[src/hdl/dta_slot_ram.sv]
`default_nettype none
// Slot table: one word per slot {active, depth, retry, clock}, one read and one write port
module dta_slot_ram #(
    parameter int AW = 6,
    parameter int DW = 73
) (
    input  wire logic          i_clk,
    input  wire logic          i_we,
    input  wire logic [AW-1:0] i_waddr,
    input  wire logic [DW-1:0] i_wdata,
    input  wire logic [AW-1:0] i_raddr,
    output      logic [DW-1:0] o_rdata
);
    logic [DW-1:0] r_mem [2**AW];

    // write then registered read
    always_ff @(posedge i_clk) begin
        if (i_we) begin
            r_mem[i_waddr] <= i_wdata;
        end
        o_rdata <= r_mem[i_raddr];
    end
endmodule
`default_nettype wire

[config.mk]
export PLATFORM = sky130hd
export DESIGN_NAME = dta_slot_ram
export DESIGN_NICKNAME = d
export VERILOG_FILES = /design/src/hdl/dta_slot_ram.sv
export SDC_FILE = /design/constraint.sdc
export NUM_CORES = 2
export LEC_CHECK = 0
export BUFFER_PORTS_ARGS = -buffer_cell sky130_fd_sc_hd__buf_2
export CORE_MARGIN = 4
export CORE_UTILIZATION = 59
export DETAILED_ROUTE_END_ITERATION = 10
export GPL_TIMING_DRIVEN = 0
export PLACE_DENSITY = 0.81
export SLEW_MARGIN = 20
export SYNTH_ARGS = -nofsm -noshare
export SYNTH_HDL_FRONTEND = slang
export SYNTH_MEMORY_MAX_BITS = 65536
export SYNTH_SLANG_ARGS = --single-unit
[constraint.sdc]
create_clock -name i_clk -period 8.42 [get_ports i_clk]
set_input_delay 1.684 -clock i_clk [delete_from_list [all_inputs] [get_ports i_clk]]
set_output_delay 1.684 -clock i_clk [all_outputs]
set_load 0.05 [all_outputs]
**Word level (Yosys, flattened, before mapping)**

Memories as Yosys holds them, arrays and structs flattened. A register that Yosys moved wholly into a read port is not among the register bits.
Cells that the tools add are included.

- Mux-type cells: 2

Operator list:

| kind | number |
|---|---|
| 2-to-1 mux 1 bit | 2 |

- Register bits after elaboration: 0
- Memories: 1
- Output and inout bits: 73
- Word-level logic and storage cells: 3
- RAM bits: 4672

Memories:

| memory | words | width | rd ports | clocked after Yosys merged registers in | wr ports | RTL line | RTL |
|---|---|---|---|---|---|---|---|
| r_mem | 64 | 73 | 1 | 1 | 1 | 14 | `logic [DW-1:0] r_mem [2**AW];` |

**Depth between registers and ports, before layout**

- Depth in word-level cells: 2
- Mapped depth: 10
- Mapped depth without buffers: 5

**Least setup slack after synthesis**

OpenSTA, ideal clock, no wires.

- Kind: input -> register
- From: input port i_waddr[3]
- To: memory r_mem[48][0], enable pin
- Cell stages on the path: 4
- Path buffers: 1
- Setup slack: 693 ps
- Arrival time: 7133 ps
- Required time: 7827 ps
- Library setup time: 593 ps
- Cell sequence: clkbuf_1 > nor2b_1 > nand4b_1 > nor3_1

RTL lines:

| what | RTL line | RTL |
|---|---|---|
| start, declared | 9 | `input wire logic [AW-1:0] i_waddr,` |
| end, declared | 14 |  |

Straight into the memory's write port.

==> key figures <==
Status
  • Status: finished clean

Power and ir drop
  • Maximum VDD drop: roughly 0.00023 V
  • Lkg Pwr: 63.9 nW
  • Sequential power share: ~53%
  • Clock network power share: 41.0%
  • Switching power: around 0.011 W
  • Gate power share: between 6 and 7%
  • Internal power: 0.0381 W
  • Switching Fraction: 23.2%
  • Power density over the cells: 242 mW/mm²

Global route
  • Initial antenna violation count: about 60
  • Largest net degree at the start of global routing: between 60 and 70
  • First-pass GRT wire length: approximately 800000 µm
  • GRT Overall Usage: 38.9%
  • Vias in the first global route: roughly 100k
  • Global route overflow: 0

Timing
  • Final Hold Viols: 0
  • Final setup fails: 0
  • Setup repair after global routing missed its margin: no
  • Setup_tns: 0 ns
  • Final WS setup: 2.76 ns
  • Peak Freq: ~180 MHz
  • Final hold slack: 0.908 ns
  • Slew margin rel.: approximately 7.7%
  • Final period utilization: ~67%
  • Slew at the pin closest to its max-slew limit: roughly 1.4 ns
  • Count of pins over their slew limit: 0
  • Period minus WS final: ~5.7 ns
  • Setup Skew: about 0.088 ns

Die
  • Initial Util: between 50% and 60%
  • CORE AREA: 0.300 mm²
  • Io pins: 160
  • Die Width: 557 µm
  • Row count: around 200
  • Die Area: ~0.31 mm²
  • Die Height: 557 µm

Worst setup path
  • Delay-heaviest family, CP: buffers and inverters
  • Slowest stage cell, crit path: nor4_1
  • Critical path launch point type: input port
  • Reg2reg setup slack: around 5.9 ns
  • Critical path class: input port to register
  • Critical-path maximum fanout: 10
  • Worst reg-to-reg path cell count: 4
  • Cell mode on critical path: clkbuf_1
  • Critical path buffers and inverters: 4
  • Worst-path cell chain: buf_2 -> buf_4 -> nor2_1 -> nand2_1 -> clkbuf_1 -> clkbuf_1 -> o22ai_1 -> nor4_1 -> o22a_1
  • Levels on crit path: 9
  • WP data arrival: 6.57 ns
  • Slowest cell delay on critical path: ~1.1 ns
  • CP Capture Type: register
  • WP data required: between 9 and 10 ns

Place
  • Routability cong.: 0.890
  • HPWL after DPL: around 350000 µm
  • Placed insts: 12000
  • I/O Buffers: 150
  • Setup WS pre-CTS: roughly 2.2 ns

Logic synthesis
  • Net Count, Synth: around 7700
  • Synth warn: 0
  • Mapped Cells: 7585
  • FF+latch count, synth: 4745
  • Sequential fraction of the synthesis area: between 70 and 80%
  • Ys flop type: edfxtp_1
  • Avg Cell Area, Syn: 23.4 µm²
  • Mapped Area: roughly 0.18 mm²
  • Ys async rst share: 0%
  • Synth cell types: 39
  • EDFF count, synth: roughly 4700

Clock tree
  • # resized after CTS: 0
  • CTS tree: yes
  • Clk slew on worst S/H paths: ~0.06 ns
  • H-tree depth: 5
  • Clk root buf: clkbuf_16
  • Clock Latency Late Sink: 1.03 ns
  • Total CTS buffers: ~440
  • CTS Hold Bufs: 0
  • Clock sink total: roughly 4700
  • # Post-CTS Setup Buffers: 0
  • Clk buf depth: 4

Hold path
  • Worst min-delay path class: register to register
  • Min-Delay Path Depth: 4

Routing
  • Vias per cell: between 7 and 8
  • Detailed-route wire length per cell: approximately 47 µm
  • Router iterations before antenna repair: 9
  • Initial drt markers: ~23000
  • Routed Antenna Nets: 0
  • DRC: 0
  • Via count: roughly 100k
  • Routed WL: between 600000 and 700000 µm

Finish
  • Layout cells sized above 1: about 29%
  • Most common cell after layout, fill and taps aside: edfxtp_1
  • Nets: approximately 8600
  • Area Growth Syn to Fin: 15.3%
  • Non-Filler Instances: between 10000 and 15000
  • Commonest cells after routing, fill and taps aside: 4672 x edfxtp_1, 1109 x mux4_2, 440 x clkbuf_16

Run
  • Max_cap viols: 0
[cell type report]
cell class                 count  area [µm²]
clock inverter               246        2580
timing repair buffer         450        7110
buffer                       439        2260
inverter                       1        3.75
multi-input combinational   2400       34300
fill                       16100       95000
clock buffer                 557       11600
sequential                  4745      142000
antenna                       57         143
tap                         3958        4950
[per-layer routing]
metal | global-route usage [%] | part of all wire [%] | up-vias
met3 | 14.2 | 17 | 3205
met1 | 47.5 | 28 | 50600
li1 | - | - | 34600
met5 | 0 | 0.061 | -
met2 | 57.6 | 45 | 13900
met4 | 28.4 | 10 | 48
[worst paths after layout]
check,start,to
worst min-delay path,r_mem[56][56],o_rdata[56]
worst min register to register,r_mem[56][56],o_rdata[56]
worst max-delay path,i_raddr[3],o_rdata[64]
worst max register to register,r_mem[1][8],o_rdata[8]
[flip-flops by register name, summed over array words and instances (netlist names)]
| name | count |
|---|---|
| r_mem | 4672 |
| o_rdata | 73 |
[worst min-delay path, delay by kind of cell (launching register included)]
| kind | cells | cell delay (ns) |
|---|---|---|
| DFF | 1 | 0.32 |
| AOI/OAI and AO/OA | 2 | 0.27 |
| and+or+nand+nor | 1 | 0.08 |
| muxes | 1 | 0.24 |
[metrics by stage]
| step | util (%) | instance area [µm²] | total power (W) |
|---|---|---|---|
| after floorplan | - | 178000 | 0.0281 |
| after global placement | 61.1 | 183000 | 0.0293 |
| after detailed placement | 63.4 | 190000 | 0.0295 |
| after CTS | 68.2 | 204000 | 0.0492 |
| after global routing | 68.3 | 205000 | 0.0505 |
| final | 68.3 | 205000 | 0.0496 |
[power groups by stage]
stage	clock network (W)	registers, W	logic [W]
CTS	0.0201	0.0262	0.00286
finish	0.0203	0.0262	0.00301
detailed placement	0	0.0267	0.00275
global route	0.0212	0.0262	0.00301
floorplan	0	0.0269	0.00120
global placement	0	0.0267	0.00253
[Yosys cell counts, types with 64 or more instances]
cell         n  area share, %
edfxtp_1  4672             79
mux4_2    1109             14
o22ai_1    385            1.4
clkbuf_1   214           0.45
mux2i_1    135           0.76
a211oi_1   114           0.48
nor3_1     106           0.30
buf_2      102           0.29
nor2b_1     91           0.32
nor2_1      88           0.19
dfxtp_1     73           0.82
a22oi_1     69           0.29
buf_4       64           0.27
[kinds of logic after synthesis]
| family | Yosys count | synth area share [%] |
|---|---|---|
| DFF | 4745 | 79.8 |
| AOI/OAI and AO/OA | 717 | 2.78 |
| buffers and inverters | 440 | 1.25 |
| and+or+nand+nor | 437 | 1.28 |
| muxes | 1246 | 14.8 |
No activity file was read; power rests on OpenSTA's default activity.
